==> src/design/kbdec_pkg.sv <==
`default_nettype none

package kbdec_pkg;

    // character queue geometry
    localparam int unsigned FIFO_DEPTH = 256;
    localparam int unsigned FIFO_PTR_W = $clog2(FIFO_DEPTH);
    localparam int unsigned FIFO_CNT_W = $clog2(FIFO_DEPTH + 1);

    // key state table geometry
    localparam int unsigned KEY_COUNT = 128;
    localparam int unsigned KEY_IDX_W = $clog2(KEY_COUNT);

    // fixed field widths
    localparam int unsigned LEVEL_W = 9;

    // operation codes carried in s_axis_tuser
    typedef enum logic [1:0] {
        OP_SCAN  = 2'd0,
        OP_POP   = 2'd1,
        OP_QUERY = 2'd2,
        OP_LEDS  = 2'd3
    } t_opcode;

    // per-key state codes
    localparam logic [1:0] KS_UNTOUCHED = 2'b00;
    localparam logic [1:0] KS_PRESSED   = 2'b01;
    localparam logic [1:0] KS_RELEASED  = 2'b11;

    // register index of the enable bit (paddr[2])
    localparam logic REG_ENABLED = 1'b0;

    // scan codes with special handling
    localparam logic [7:0] SC_PREFIX   = 8'hE0;
    localparam logic [7:0] SC_UP       = 8'h48;
    localparam logic [7:0] SC_DOWN     = 8'h50;
    localparam logic [7:0] SC_LEFT     = 8'h4B;
    localparam logic [7:0] SC_RIGHT    = 8'h4D;
    localparam logic [6:0] SC_LSHIFT   = 7'h2A;
    localparam logic [6:0] SC_RSHIFT   = 7'h36;
    localparam logic [6:0] SC_LCTRL    = 7'h1D;
    localparam logic [6:0] SC_LALT     = 7'h38;
    localparam logic [6:0] SC_CAPS     = 7'h3A;
    localparam logic [6:0] SC_NUM      = 7'h45;
    localparam logic [6:0] SC_SCROLL   = 7'h46;

    // characters pushed for arrow keys
    localparam logic [7:0] CH_UP    = 8'h1E;
    localparam logic [7:0] CH_DOWN  = 8'h1F;
    localparam logic [7:0] CH_LEFT  = 8'h1C;
    localparam logic [7:0] CH_RIGHT = 8'h1D;

    // queue request and status
    typedef struct packed {
        logic       push;
        logic       pop;
        logic [7:0] wdata;
    } t_fifo_req;

    typedef struct packed {
        logic                  empty;
        logic [FIFO_CNT_W-1:0] level_next;
    } t_fifo_stat;

    // key table request
    typedef struct packed {
        logic                 wr;
        logic                 rd;
        logic [KEY_IDX_W-1:0] idx;
        logic [1:0]           wr_state;
    } t_key_req;

endpackage

`default_nettype wire

==> src/design/kbdec_fifo.sv <==
`default_nettype none

module kbdec_fifo (
    input  wire                    i_clk,
    input  wire                    i_rst_n,
    input  kbdec_pkg::t_fifo_req   i_req,
    output kbdec_pkg::t_fifo_stat  o_stat,
    output logic [7:0]             o_rd_data
);
    import kbdec_pkg::*;

    logic [7:0]            r_mem [FIFO_DEPTH];
    logic [FIFO_PTR_W-1:0] r_head, n_head;
    logic [FIFO_PTR_W-1:0] r_tail, n_tail;
    logic [FIFO_CNT_W-1:0] r_count, n_count;
    logic [7:0]            r_rd_data;
    logic                  full;
    logic                  do_push;

    // full queue drops the word
    assign full    = (r_count == FIFO_CNT_W'(FIFO_DEPTH));
    assign do_push = i_req.push && !full;

    // pointer and count update
    always_comb begin
        n_head  = r_head;
        n_tail  = r_tail;
        n_count = r_count;
        if (do_push) begin
            n_tail  = (r_tail == FIFO_PTR_W'(FIFO_DEPTH - 1)) ? '0 : r_tail + 1'b1;
            n_count = n_count + 1'b1;
        end
        if (i_req.pop) begin
            n_head  = (r_head == FIFO_PTR_W'(FIFO_DEPTH - 1)) ? '0 : r_head + 1'b1;
            n_count = n_count - 1'b1;
        end
    end

    always_ff @(posedge i_clk) begin
        if (!i_rst_n) begin
            r_head  <= '0;
            r_tail  <= '0;
            r_count <= '0;
        end else begin
            r_head  <= n_head;
            r_tail  <= n_tail;
            r_count <= n_count;
        end
    end

    // storage, registered read port
    always_ff @(posedge i_clk) begin
        if (do_push) begin
            r_mem[r_tail] <= i_req.wdata;
        end
        if (i_req.pop) begin
            r_rd_data <= r_mem[r_head];
        end
    end

    assign o_stat.empty      = (r_count == '0);
    assign o_stat.level_next = n_count;
    assign o_rd_data         = r_rd_data;

    // checks
    a_count_range: assert property (@(posedge i_clk) disable iff (!i_rst_n)
        r_count <= FIFO_CNT_W'(FIFO_DEPTH))
        else $error("queue count above depth");

    a_pop_nonempty: assert property (@(posedge i_clk) disable iff (!i_rst_n)
        i_req.pop |-> r_count != '0)
        else $error("pop from empty queue");

    a_one_op: assert property (@(posedge i_clk) disable iff (!i_rst_n)
        !(i_req.push && i_req.pop))
        else $error("push and pop in one cycle");

endmodule

`default_nettype wire

==> src/design/kbdec_keys.sv <==
`default_nettype none

module kbdec_keys (
    input  wire                  i_clk,
    input  wire                  i_rst_n,
    input  kbdec_pkg::t_key_req  i_req,
    output logic [1:0]           o_rd_state
);
    import kbdec_pkg::*;

    logic [1:0]           r_mem [KEY_COUNT];
    logic [KEY_COUNT-1:0] r_valid;
    logic [1:0]           r_rd_data;
    logic                 r_rd_valid;

    // per-entry valid bits, cleared at reset
    always_ff @(posedge i_clk) begin
        if (!i_rst_n) begin
            r_valid    <= '0;
            r_rd_valid <= 1'b0;
        end else begin
            if (i_req.wr) begin
                r_valid[i_req.idx] <= 1'b1;
            end
            if (i_req.rd) begin
                r_rd_valid <= r_valid[i_req.idx];
            end
        end
    end

    // state storage, registered read port
    always_ff @(posedge i_clk) begin
        if (i_req.wr) begin
            r_mem[i_req.idx] <= i_req.wr_state;
        end
        if (i_req.rd) begin
            r_rd_data <= r_mem[i_req.idx];
        end
    end

    // entry never written reads as untouched
    assign o_rd_state = r_rd_valid ? r_rd_data : KS_UNTOUCHED;

endmodule

`default_nettype wire

==> src/design/scancode_to_ascii_decoder_core.sv <==
// Input words pass the stage 1 and output registers to m_axis. Throughput: one
// word per cycle unless m_axis_tready stalls; queue and key table memories read
// in the cycle after acceptance and a result register decouples the output side.
// Reset (i_rst_n, synchronous, active low): queue empty, key table reads as
// untouched through valid flip-flops cleared at once, flags and enable cleared.
`default_nettype none

module scancode_to_ascii_decoder_core (
    input  wire         i_clk,
    input  wire         i_rst_n,
    // input stream
    input  wire         s_axis_tvalid,
    output logic        s_axis_tready,
    input  wire  [7:0]  s_axis_tdata,   // [7:0] data
    input  wire  [1:0]  s_axis_tuser,   // [1:0] opcode
    // result stream
    output logic        m_axis_tvalid,
    input  wire         m_axis_tready,
    // [6:0] event_code, [14:7] event_char, [22:15] read_char, [24:23] key_state,
    // [27:25] leds, [31:28] modifiers, [40:32] buffer_level, [47:41] zero
    output logic [47:0] m_axis_tdata,
    output logic [1:0]  m_axis_tuser,   // [0] press_event, [1] release_event
    // configuration
    input  wire         psel,
    input  wire         penable,
    input  wire         pwrite,
    input  wire  [2:0]  paddr,
    input  wire  [31:0] pwdata,
    output logic [31:0] prdata,
    output logic        pready
);
    import kbdec_pkg::*;

    localparam logic [7:0] MAP_PLAIN [64] = '{
        8'h00, 8'h1B, 8'h31, 8'h32, 8'h33, 8'h34, 8'h35, 8'h36,
        8'h37, 8'h38, 8'h39, 8'h30, 8'h2D, 8'h3D, 8'h08, 8'h09,
        8'h71, 8'h77, 8'h65, 8'h72, 8'h74, 8'h79, 8'h75, 8'h69,
        8'h6F, 8'h70, 8'h5B, 8'h5D, 8'h0A, 8'h00, 8'h61, 8'h73,
        8'h64, 8'h66, 8'h67, 8'h68, 8'h6A, 8'h6B, 8'h6C, 8'h3B,
        8'h27, 8'h60, 8'h00, 8'h5C, 8'h7A, 8'h78, 8'h63, 8'h76,
        8'h62, 8'h6E, 8'h6D, 8'h2C, 8'h2E, 8'h2F, 8'h00, 8'h2A,
        8'h00, 8'h20, 8'h00, 8'h00, 8'h00, 8'h00, 8'h00, 8'h00
    };

    localparam logic [7:0] MAP_SHIFT [64] = '{
        8'h00, 8'h1B, 8'h21, 8'h40, 8'h23, 8'h24, 8'h25, 8'h5E,
        8'h26, 8'h2A, 8'h28, 8'h29, 8'h5F, 8'h2B, 8'h08, 8'h09,
        8'h51, 8'h57, 8'h45, 8'h52, 8'h54, 8'h59, 8'h55, 8'h49,
        8'h4F, 8'h50, 8'h7B, 8'h7D, 8'h0A, 8'h00, 8'h41, 8'h53,
        8'h44, 8'h46, 8'h47, 8'h48, 8'h4A, 8'h4B, 8'h4C, 8'h3A,
        8'h22, 8'h7E, 8'h00, 8'h7C, 8'h5A, 8'h58, 8'h43, 8'h56,
        8'h42, 8'h4E, 8'h4D, 8'h3C, 8'h3E, 8'h3F, 8'h00, 8'h2A,
        8'h00, 8'h20, 8'h00, 8'h00, 8'h00, 8'h00, 8'h00, 8'h00
    };

    // control state
    logic        r_enabled;
    logic        r_ext, n_ext;
    logic [2:0]  r_locks, n_locks;
    logic [3:0]  r_mods, n_mods;

    // stage 1 (memory read in flight)
    logic               r_s1_valid;
    logic               r_s1_press, r_s1_release;
    logic [6:0]         r_s1_code;
    logic [7:0]         r_s1_char;
    logic               r_s1_pop;
    logic               r_s1_kuse;
    logic [1:0]         r_s1_kfix;
    logic [2:0]         r_s1_leds;
    logic [3:0]         r_s1_mods;
    logic [LEVEL_W-1:0] r_s1_level;

    // output register
    logic        r_o_valid;
    logic [47:0] r_o_data;
    logic [1:0]  r_o_user;

    t_opcode     op;
    logic [7:0]  din;
    logic [6:0]  code;
    logic        make;
    logic        accept, s1_adv;
    logic        is_scan, is_prefix, is_ext, is_norm;
    logic        arrow_hit;
    logic [7:0]  arrow_char;
    logic [7:0]  map_ch, ev_char;
    logic        cfg_wr;
    logic [7:0]  rd_char;
    logic [1:0]  kstate;
    logic [1:0]  key_rd;
    logic [7:0]  fifo_rd;
    t_fifo_req   fifo_req;
    t_fifo_stat  fifo_stat;
    t_key_req    key_req;

    // handshake
    assign s1_adv        = r_s1_valid && (!r_o_valid || m_axis_tready);
    assign s_axis_tready = !r_s1_valid || s1_adv;
    assign accept        = s_axis_tvalid && s_axis_tready;

    // input decode
    assign op        = t_opcode'(s_axis_tuser);
    assign din       = s_axis_tdata;
    assign code      = din[6:0];
    assign make      = !din[7];
    assign is_scan   = (op == OP_SCAN) && r_enabled;
    assign is_prefix = is_scan && (din == SC_PREFIX);
    assign is_ext    = is_scan && !is_prefix && r_ext;
    assign is_norm   = is_scan && !is_prefix && !r_ext;

    // arrow makes after the prefix
    always_comb begin
        arrow_hit  = 1'b1;
        arrow_char = CH_UP;
        unique case (din)
            SC_UP:    arrow_char = CH_UP;
            SC_DOWN:  arrow_char = CH_DOWN;
            SC_LEFT:  arrow_char = CH_LEFT;
            SC_RIGHT: arrow_char = CH_RIGHT;
            default:  arrow_hit  = 1'b0;
        endcase
    end

    // next prefix, modifier and lock flags
    always_comb begin
        n_ext   = r_ext;
        n_mods  = r_mods;
        n_locks = r_locks;
        if (is_prefix) begin
            n_ext = 1'b1;
        end else if (is_scan) begin
            n_ext = 1'b0;
        end
        if (is_norm) begin
            unique case (code)
                SC_LSHIFT: n_mods[0] = make;
                SC_RSHIFT: n_mods[1] = make;
                SC_LCTRL:  n_mods[2] = make;
                SC_LALT:   n_mods[3] = make;
                SC_CAPS:   n_locks[2] = r_locks[2] ^ make;
                SC_NUM:    n_locks[1] = r_locks[1] ^ make;
                SC_SCROLL: n_locks[0] = r_locks[0] ^ make;
                default:   ;
            endcase
        end
        if (op == OP_LEDS) begin
            n_locks = din[2:0];
        end
    end

    // character map with caps inversion of letters
    always_comb begin
        map_ch = (n_mods[1:0] != 2'b00) ? MAP_SHIFT[code[5:0]] : MAP_PLAIN[code[5:0]];
        if (code[6]) begin
            map_ch = 8'h00;
        end
        ev_char = map_ch;
        if (n_locks[2] && (((map_ch >= 8'h61) && (map_ch <= 8'h7A)) ||
                           ((map_ch >= 8'h41) && (map_ch <= 8'h5A)))) begin
            ev_char = map_ch ^ 8'h20;
        end
    end

    // queue and key table requests
    always_comb begin
        fifo_req.push  = accept && (is_norm || (is_ext && arrow_hit));
        fifo_req.pop   = accept && (op == OP_POP) && r_enabled && !fifo_stat.empty;
        fifo_req.wdata = is_norm ? ev_char : arrow_char;
        key_req.wr       = accept && is_norm;
        key_req.rd       = accept && (op == OP_QUERY);
        key_req.idx      = code;
        key_req.wr_state = make ? KS_PRESSED : KS_RELEASED;
    end

    kbdec_fifo u_fifo (
        .i_clk     (i_clk),
        .i_rst_n   (i_rst_n),
        .i_req     (fifo_req),
        .o_stat    (fifo_stat),
        .o_rd_data (fifo_rd)
    );

    kbdec_keys u_keys (
        .i_clk      (i_clk),
        .i_rst_n    (i_rst_n),
        .i_req      (key_req),
        .o_rd_state (key_rd)
    );

    // configuration port
    assign pready = 1'b1;
    assign cfg_wr = psel && penable && pwrite && (paddr[2] == REG_ENABLED);
    assign prdata = (paddr[2] == REG_ENABLED) ? {31'b0, r_enabled} : 32'b0;

    // control state and valid flags
    always_ff @(posedge i_clk) begin
        if (!i_rst_n) begin
            r_enabled  <= 1'b0;
            r_ext      <= 1'b0;
            r_locks    <= '0;
            r_mods     <= '0;
            r_s1_valid <= 1'b0;
            r_o_valid  <= 1'b0;
        end else begin
            if (cfg_wr) begin
                r_enabled <= pwdata[0];
            end
            if (accept) begin
                r_ext   <= n_ext;
                r_locks <= n_locks;
                r_mods  <= n_mods;
            end
            if (accept) begin
                r_s1_valid <= 1'b1;
            end else if (s1_adv) begin
                r_s1_valid <= 1'b0;
            end
            if (s1_adv) begin
                r_o_valid <= 1'b1;
            end else if (m_axis_tready) begin
                r_o_valid <= 1'b0;
            end
        end
    end

    // stage 1 payload
    always_ff @(posedge i_clk) begin
        if (accept) begin
            r_s1_press   <= is_norm && make;
            r_s1_release <= is_norm && !make;
            r_s1_code    <= is_norm ? code : 7'h00;
            r_s1_char    <= is_norm ? ev_char : 8'h00;
            r_s1_pop     <= fifo_req.pop;
            r_s1_kuse    <= (op == OP_QUERY) && r_enabled && !din[7];
            r_s1_kfix    <= ((op == OP_QUERY) && !r_enabled) ? KS_RELEASED : KS_UNTOUCHED;
            r_s1_leds    <= n_locks;
            r_s1_mods    <= n_mods;
            r_s1_level   <= LEVEL_W'(fifo_stat.level_next);
        end
    end

    // memory read data joins the word
    assign rd_char = r_s1_pop ? fifo_rd : 8'h00;
    assign kstate  = r_s1_kuse ? key_rd : r_s1_kfix;

    always_ff @(posedge i_clk) begin
        if (s1_adv) begin
            r_o_data <= {7'b0, r_s1_level, r_s1_mods, r_s1_leds, kstate,
                         rd_char, r_s1_char, r_s1_code};
            r_o_user <= {r_s1_release, r_s1_press};
        end
    end

    assign m_axis_tvalid = r_o_valid;
    assign m_axis_tdata  = r_o_data;
    assign m_axis_tuser  = r_o_user;

    // checks
    a_one_event: assert property (@(posedge i_clk) disable iff (!i_rst_n)
        r_s1_valid |-> !(r_s1_press && r_s1_release))
        else $error("press and release in one word");

    a_s1_hold: assert property (@(posedge i_clk) disable iff (!i_rst_n)
        (r_s1_valid && !s1_adv) |=> r_s1_valid)
        else $error("stage 1 word lost under stall");

    a_pop_no_event: assert property (@(posedge i_clk) disable iff (!i_rst_n)
        (r_s1_valid && r_s1_pop) |-> !(r_s1_press || r_s1_release || r_s1_kuse))
        else $error("pop word carries other results");

endmodule

`default_nettype wire
==> config.mk <==
export PLATFORM = sky130hd
export DESIGN_NAME = scancode_to_ascii_decoder_core
export DESIGN_NICKNAME = d
export VERILOG_FILES = /design/src/design/kbdec_pkg.sv /design/src/design/kbdec_fifo.sv /design/src/design/kbdec_keys.sv /design/src/design/scancode_to_ascii_decoder_core.sv
export SDC_FILE = /design/constraint.sdc
export NUM_CORES = 2
export LEC_CHECK = 0
export BUFFER_PORTS_ARGS = -buffer_cell sky130_fd_sc_hd__buf_2
export CORE_ASPECT_RATIO = 0.75
export CORE_MARGIN = 3
export CORE_UTILIZATION = 45
export CTS_CLUSTER_SIZE = 40
export DETAILED_ROUTE_END_ITERATION = 6
export HOLD_SLACK_MARGIN = 0.12
export SYNTH_ARGS = -nofsm -noshare
export SYNTH_HDL_FRONTEND = slang
export SYNTH_SLANG_ARGS = --single-unit
==> constraint.sdc <==
create_clock -name i_clk -period 17.4 [get_ports i_clk]
set_input_delay 3.48 -clock i_clk [delete_from_list [all_inputs] [get_ports i_clk]]
set_output_delay 3.48 -clock i_clk [all_outputs]
set_load 0.01 [all_outputs]
== Yosys cells after proc, flatten, opt, wreduce, memory -nomap -nowiden ==
Memories as Yosys holds them, arrays and structs flattened. A register that Yosys moved wholly into a read port is not among the register bits.
Index checks and enable logic that the tools add are counted.
Word-level totals
  bits of input ports: 52
  bits in registers: 245
  output and inout port bits: 85
  word-level logic and storage cells: 154
  memory bits (read-only): 1024
  RAM bits: 2304
  memories kept: 4
Operators by class
  $lt $le $gt $ge: 7
  multiplexer cells: 43
  reduce and logical (&&, ||, !) cells: 47
  bitwise logic cells: 7
  $add $sub $neg: 4
  equal/unequal tests: 18
Memories
  u_fifo.r_mem: words 256, width 8, read ports 1, clocked after Yosys merged registers in 1, write ports 1, line kbdec_fifo.sv:12  | logic [7:0] r_mem [FIFO_DEPTH];
  (no name shown): words 64, width 8, read ports 1, clocked after Yosys merged registers in 0, write ports 0, line scancode_to_ascii_decoder_core.sv:154  | map_ch = (n_mods[1:0] != 2'b00) ? MAP_SHIFT[code[5:0]] : MAP_PLAIN[code[5:0]];
  (no name shown): words 64, width 8, read ports 1, clocked after Yosys merged registers in 0, write ports 0, line scancode_to_ascii_decoder_core.sv:154
  u_keys.r_mem: words 128, width 2, read ports 1, clocked after Yosys merged registers in 1, write ports 1, line kbdec_keys.sv:11  | logic [1:0] r_mem [KEY_COUNT];
Operators with widths (count)
  $or A128 B128 Y128: 1
  $mux W8: 9
  $eq A8 B7 Y1 const B: 4
  $eq A7 B6 Y1 const B: 4
  $logic_and A1 B1 Y1: 27
  $eq A8 B8 Y1 const B: 3
  $mux W1: 21
  $mux W9: 2
  $add A8 B1 Y8 const B: 2
  $ge A8 B7 Y1 const B: 2
  $le A8 B7 Y1 const B: 2
  $eq A7 B7 Y1 const B: 2
  $add A9 B1 Y9 const B: 1
  $eq A9 B9 Y1 const B: 1
  $logic_not A9 Y1: 1
  $sub A9 B1 Y9 const B: 1
  $logic_not A1 Y1: 8
  $lt A7 B8 Y1 const B: 1
  $mux W2: 4
  $reduce_bool A2 Y1: 4
  $bmux W1 S7: 1
  $demux W1 S7: 1
  $eq A7 B5 Y1 const B: 1
  $ge A7 B1 Y1 const B: 1
  other kinds (14): 22

== Longest topological paths before layout ==
  word-level depth: 16
  depth in mapped cells: 15
  gate-level depth less buffers: 13

== By module ==
From an unflattened synthesis, not the netlist that was laid out.
Second synthesis, totals
  cells, all modules: 5558
  area, all modules: 102329.4 um2
Modules (own cells, without submodules)
  kbdec_fifo: times used 1, sequential area each 62239.7 um2, cells an instance 4000, area an instance 81893.5 um2
  kbdec_keys: times used 1, sequential area each 10329.9 um2, cells an instance 1093, area an instance 15507.4 um2
  scancode_to_ascii_decoder_core: times used 1, sequential area each 2532.4 um2, cells an instance 465, area an instance 4928.5 um2

== Worst setup path before layout ==
Ideal clock, no wire load.
  path kind: input-to-reg
  from: in s_axis_tdata[0]
  to: mem u_fifo.r_mem[0][0], data pin
  library setup time: 2187 ps
  slack: 2 ps
  data required time: 15213 ps
  stages: 10
  arrival time: 15211 ps
  path buffers: 2
  path through: buf_2 -> clkinv_1 -> ha_1 -> and4b_1 -> o211ai_1 -> o21a_1 -> buf_4 -> mux2i_1 -> nand2_1 -> o21ai_0
RTL lines
  start: declaration: line scancode_to_ascii_decoder_core.sv:14  | input wire [7:0] s_axis_tdata,
  end: declaration: line kbdec_fifo.sv:12

== Worst setup path in the final report ==
  from: in s_axis_tdata[0]
  to: mem u_fifo.r_mem[1][1], enable pin
On the way
  longest elaborated chain between the ends: 11
  elaborated cells on any way between the ends: 18
  classes of those cells: eq/ne: 5; mux: 3; reduce/logical: 10
Ends and longest elaborated chain
  $eq A8 B8 Y1: line scancode_to_ascii_decoder_core.sv:108  | assign is_prefix = is_scan && (din == SC_PREFIX);
  $logic_and A1 B1 Y1: line scancode_to_ascii_decoder_core.sv:108
  $logic_not A1 Y1: line scancode_to_ascii_decoder_core.sv:109, scancode_to_ascii_decoder_core.sv:110
  $logic_and A1 B1 Y1: line scancode_to_ascii_decoder_core.sv:109, scancode_to_ascii_decoder_core.sv:110
  $logic_and A1 B1 Y1: line scancode_to_ascii_decoder_core.sv:109  | assign is_ext = is_scan && !is_prefix && r_ext;
  $logic_and A1 B1 Y1: line scancode_to_ascii_decoder_core.sv:167  | fifo_req.push = accept && (is_norm || (is_ext && arrow_hit));
  $logic_or A1 B1 Y1 *: line scancode_to_ascii_decoder_core.sv:167
  $logic_and A1 B1 Y1 *: line scancode_to_ascii_decoder_core.sv:167
  $logic_and A1 B1 Y1 *: line kbdec_fifo.sv:22  | assign do_push = i_req.push && !full;
  $mux W1 *: line kbdec_fifo.sv:53  | if (do_push) begin
  $mux W1 (not written as such) *: line kbdec_fifo.sv:54  | r_mem[r_tail] <= i_req.wdata;
Mark *: on every way between the ends. The rest lies on a longest branch, timed or not.

==> flow_summary_export.csv <==
group,metric,value,unit
logic_synthesis,ys_types,74,
run_status,status,"finished with violations",
grt,grt.total_usage,20.5,%
sta,period_needed,8840,ps
placed_design,place_inst,6699,
sta,drv_slew,0,
grt,global_route.usage.met3,4.01,%
critical_path,critical_path_class,"in2reg",
logic_synthesis,ys_warn_count,0,
grt,grt_pass1_vias,41400,
critical_path,crit_buf_inv,4,
run,cap_viol_max_count,0,
critical_path,crit_path_cell_trace,"buf_4, clkinv_1, ha_1, nand2b_1, nor4_1, nor3_1, nand3_1, buf_4, nor2_2, nand3_2, buf_4, nor2_1",
sta,tns,0,ps
power,leakagePower,29.3,nW
clock_network,cts_hold_buf,0,
floorplanning,die_w,511,um
critical_path,endpoint_kind,"register",
drt,drt_iter0_markers,4759,
run_status,failed_checks,"design-rule violations",
drt,post-route-drc-count,8,
logic_synthesis,synth-main-ff-cell,"edfxtp_1",
drt,avgViaCountPerCell,5.90,
clock_network,post_cts_buffers,0,
critical_path,startpoint_type,"primary input",
final_layout,nets,4454,
final_layout,finalNonFillerCells,7076,
sta,worstMarginPinSlew,1300,ps
final_layout,final_layout_size_suffix_gt1_share,24.9,%
grt,grt_busiest_layer,"met1",
floorplanning,core-area,0.189,mm^2
logic_synthesis,async_reset_ff_share,0,%
drt,via_count,41800,
grt,met2_usage,30.5,%
clock_network,path_clk_slew,60,ps
grt,grt_max_degree,186,
drt,routed_wl,202000,um
placed_design,port_buffers,62,
logic_synthesis,syn_inst,4306,
logic_synthesis,synth_common_cells,"edfxtp_1 (2,004), mux4_2 (660), nor2_1 (588), dfxtp_1 (165), clkbuf_1 (148)",
logic_synthesis,synth.most_common_cell,"edfxtp_1",
power,power_density,106,mW/mm^2
grt,grt_overflow,0,
floorplanning,row_count,138,
final_layout,fillers,15200,
power,ir_drop,101,uV
min_path,hold_path.class,"reg2reg",
sta,fmaxAchievable,113,MHz
logic_synthesis,netlist_area,0.0859,mm^2
critical_path,crit_path_frequent_cell,"buf_4",
drt,wl_per_cell,28.5,um
placed_design,dp_hpwl,117000,um
critical_path,crit_fanout,31,
logic_synthesis,yosysTopAreaCell,"edfxtp_1",
logic_synthesis,synth_edf_count,2004,
clock_network,h-tree-depth,4,
critical_path,required,17850,ps
logic_synthesis,ys_seq_area_share,73.9,%
grt,grt_pass1_wl,295000,um
floorplanning,ioPinCount,137,
critical_path,crit_family,"simple AND/OR/NAND/NOR gates",
logic_synthesis,ys_seq_elements,2169,
clock_network,clock_latency,840,ps
floorplanning,dieArea,0.196,mm^2
clock_network,cts_buffer_depth,3,
sta,rsz0062_at_grt,"false",
final_layout,syn2layout_area_growth,11.0,%
clock_network,cts_sinks,2169,
final_layout,seq_area,0.0635,mm^2
floorplanning,start_util,45.4,%
critical_path,cpPeakStageDelay,980,ps
clock_network,numCtsBuffers,200,
sta,hold_viol_final,0,
sta,setup_viol,0,
logic_synthesis,synth.avg_cell_area,20.0,um^2
drt,first_pass_iters,7,
grt,grtUsageMet1,31.5,%
clock_network,clockRootBuffer,"clkbuf_16",
logic_synthesis,synth_top_area_share,70.0,%
sta,period_share,50.8,%
clock_network,ctsResizeCount,0,
logic_synthesis,netlist_top_cells_area,"edfxtp_1 (70%), mux4_2 (17%), dfxtp_1 (3.8%)",
clock_network,tritoncts,"yes",
drt,drtAntennaViolNets,0,
sta,fin_skew,27.0,ps
power,p_total,0.0101,W
placed_design,gp_congestion,0.818,
critical_path,crit_arrival,9290,ps
grt,antenna_found_initial,10,
floorplanning,die_h,384,um
sta,hold_slack,420,ps
sta,relSlewSlack,13.3,%
critical_path,worst_path_max_delay_cell,"nor2_2",
final_layout,multi_input_area,0.0212,mm^2
## sequential cells by signal (all words and copies together), names as in the netlist, 4 cells and up
name,cells
r_mods,4
u_fifo.r_mem,1792
u_keys.r_valid,128
u_keys.r_mem,128
u_fifo.o_rd_data,7
r_s1_code,7
r_s1_level,9
u_fifo.r_tail,8
r_s1_char,7
u_fifo.r_count,9
m_axis_tdata,39
r_s1_mods,4
u_fifo.r_head,8
## worst reg2reg max path: cells and delay by family, from the launching register on
family / cells / cell delay, ps
buffers and inverters: 3 / 2350
muxes: 3 / 1810
DFF: 1 / 720
AOI/OAI and AO/OA: 2 / 610
and+or+nand+nor: 1 / 160
## kinds of logic after synthesis
group | Yosys count | share of synthesized area, %
fa+ha+maj | 21 | 0.306
mux | 702 | 17.8
simple gates | 856 | 4.25
buf+inv | 316 | 1.76
xor+xnor | 30 | 0.306
flops | 2169 | 73.9
compound gates | 210 | 1.71
other cells | 2 | 0.00874
## where the power goes
| part | internal (W) | switching (W) |
|---|---|---|
| Combinational | 0.0000361 | 0.0000918 |
| Clock | 0.00241 | 0.00196 |
| Sequential | 0.00563 | 0.00000347 |
| Total | 0.00808 | 0.00206 |
## per-stage QoR
stage | instance area (um^2) | utilization, % | worst slack, ps
2_1_floorplan | 86100 | - | 2.20
3_3_place_gp | 88900 | 47.0 | 7790
3_5_place_dp | 88900 | 47.0 | 7760
4_1_cts | 95400 | 50.4 | 8650
5_1_grt | 95400 | 50.4 | 8400
6_report | 95400 | 50.4 | 8560
## routing by layer
layer / wire [um] / part of all wire [%]
met1: 90000 / 45
met2: 92100 / 46
met3: 15600 / 7.7
met4: 4000 / 2.0
met5: 0 / 0
## cell usage in the layout, fill, tap and decap left out, types with 19 or more instances in the layout
master and n:
a21oi_1 39, and2_1 19, buf_2 59, buf_4 65, clkbuf_1 45, clkbuf_16 200, clkinv_1 40, clkinv_2 45
conb_1 41, dfxtp_1 160, edfxtp_1 2004, ha_1 21, mux2i_1 36, mux4_2 660, nand2_1 87, nand3_1 24
nor2_1 587, nor2b_1 26, o21a_1 68, o21ai_0 26
## path summary, 6_finish.rpt
path	from	end	slack, ps	cells after the start
setup / recovery	s_axis_tdata[0]	u_fifo.r_mem[1][1]	8560	12
hold / removal	r_s1_level[7]	m_axis_tdata[39]	420	0
setup reg to reg	u_fifo.r_head[1]	u_fifo.o_rd_data[1]	11470	9
hold reg to reg	r_s1_level[7]	m_axis_tdata[39]	420	0
## cell type report
| cell class | count | area share [%] |
|---|---|---|
| Multi-Input combinational cell | 1860 | 22.3 |
| Inverter | 19 | 0.0748 |
| Tap cell | 2520 | 3.31 |
| Timing Repair Buffer | 131 | 0.968 |
| Clock inverter | 122 | 1.26 |
| Antenna cell | 1 | 0.00262 |
| Sequential cell | 2169 | 66.6 |
| Clock buffer | 254 | 5.55 |
Power figures use the tool's default switching activity.
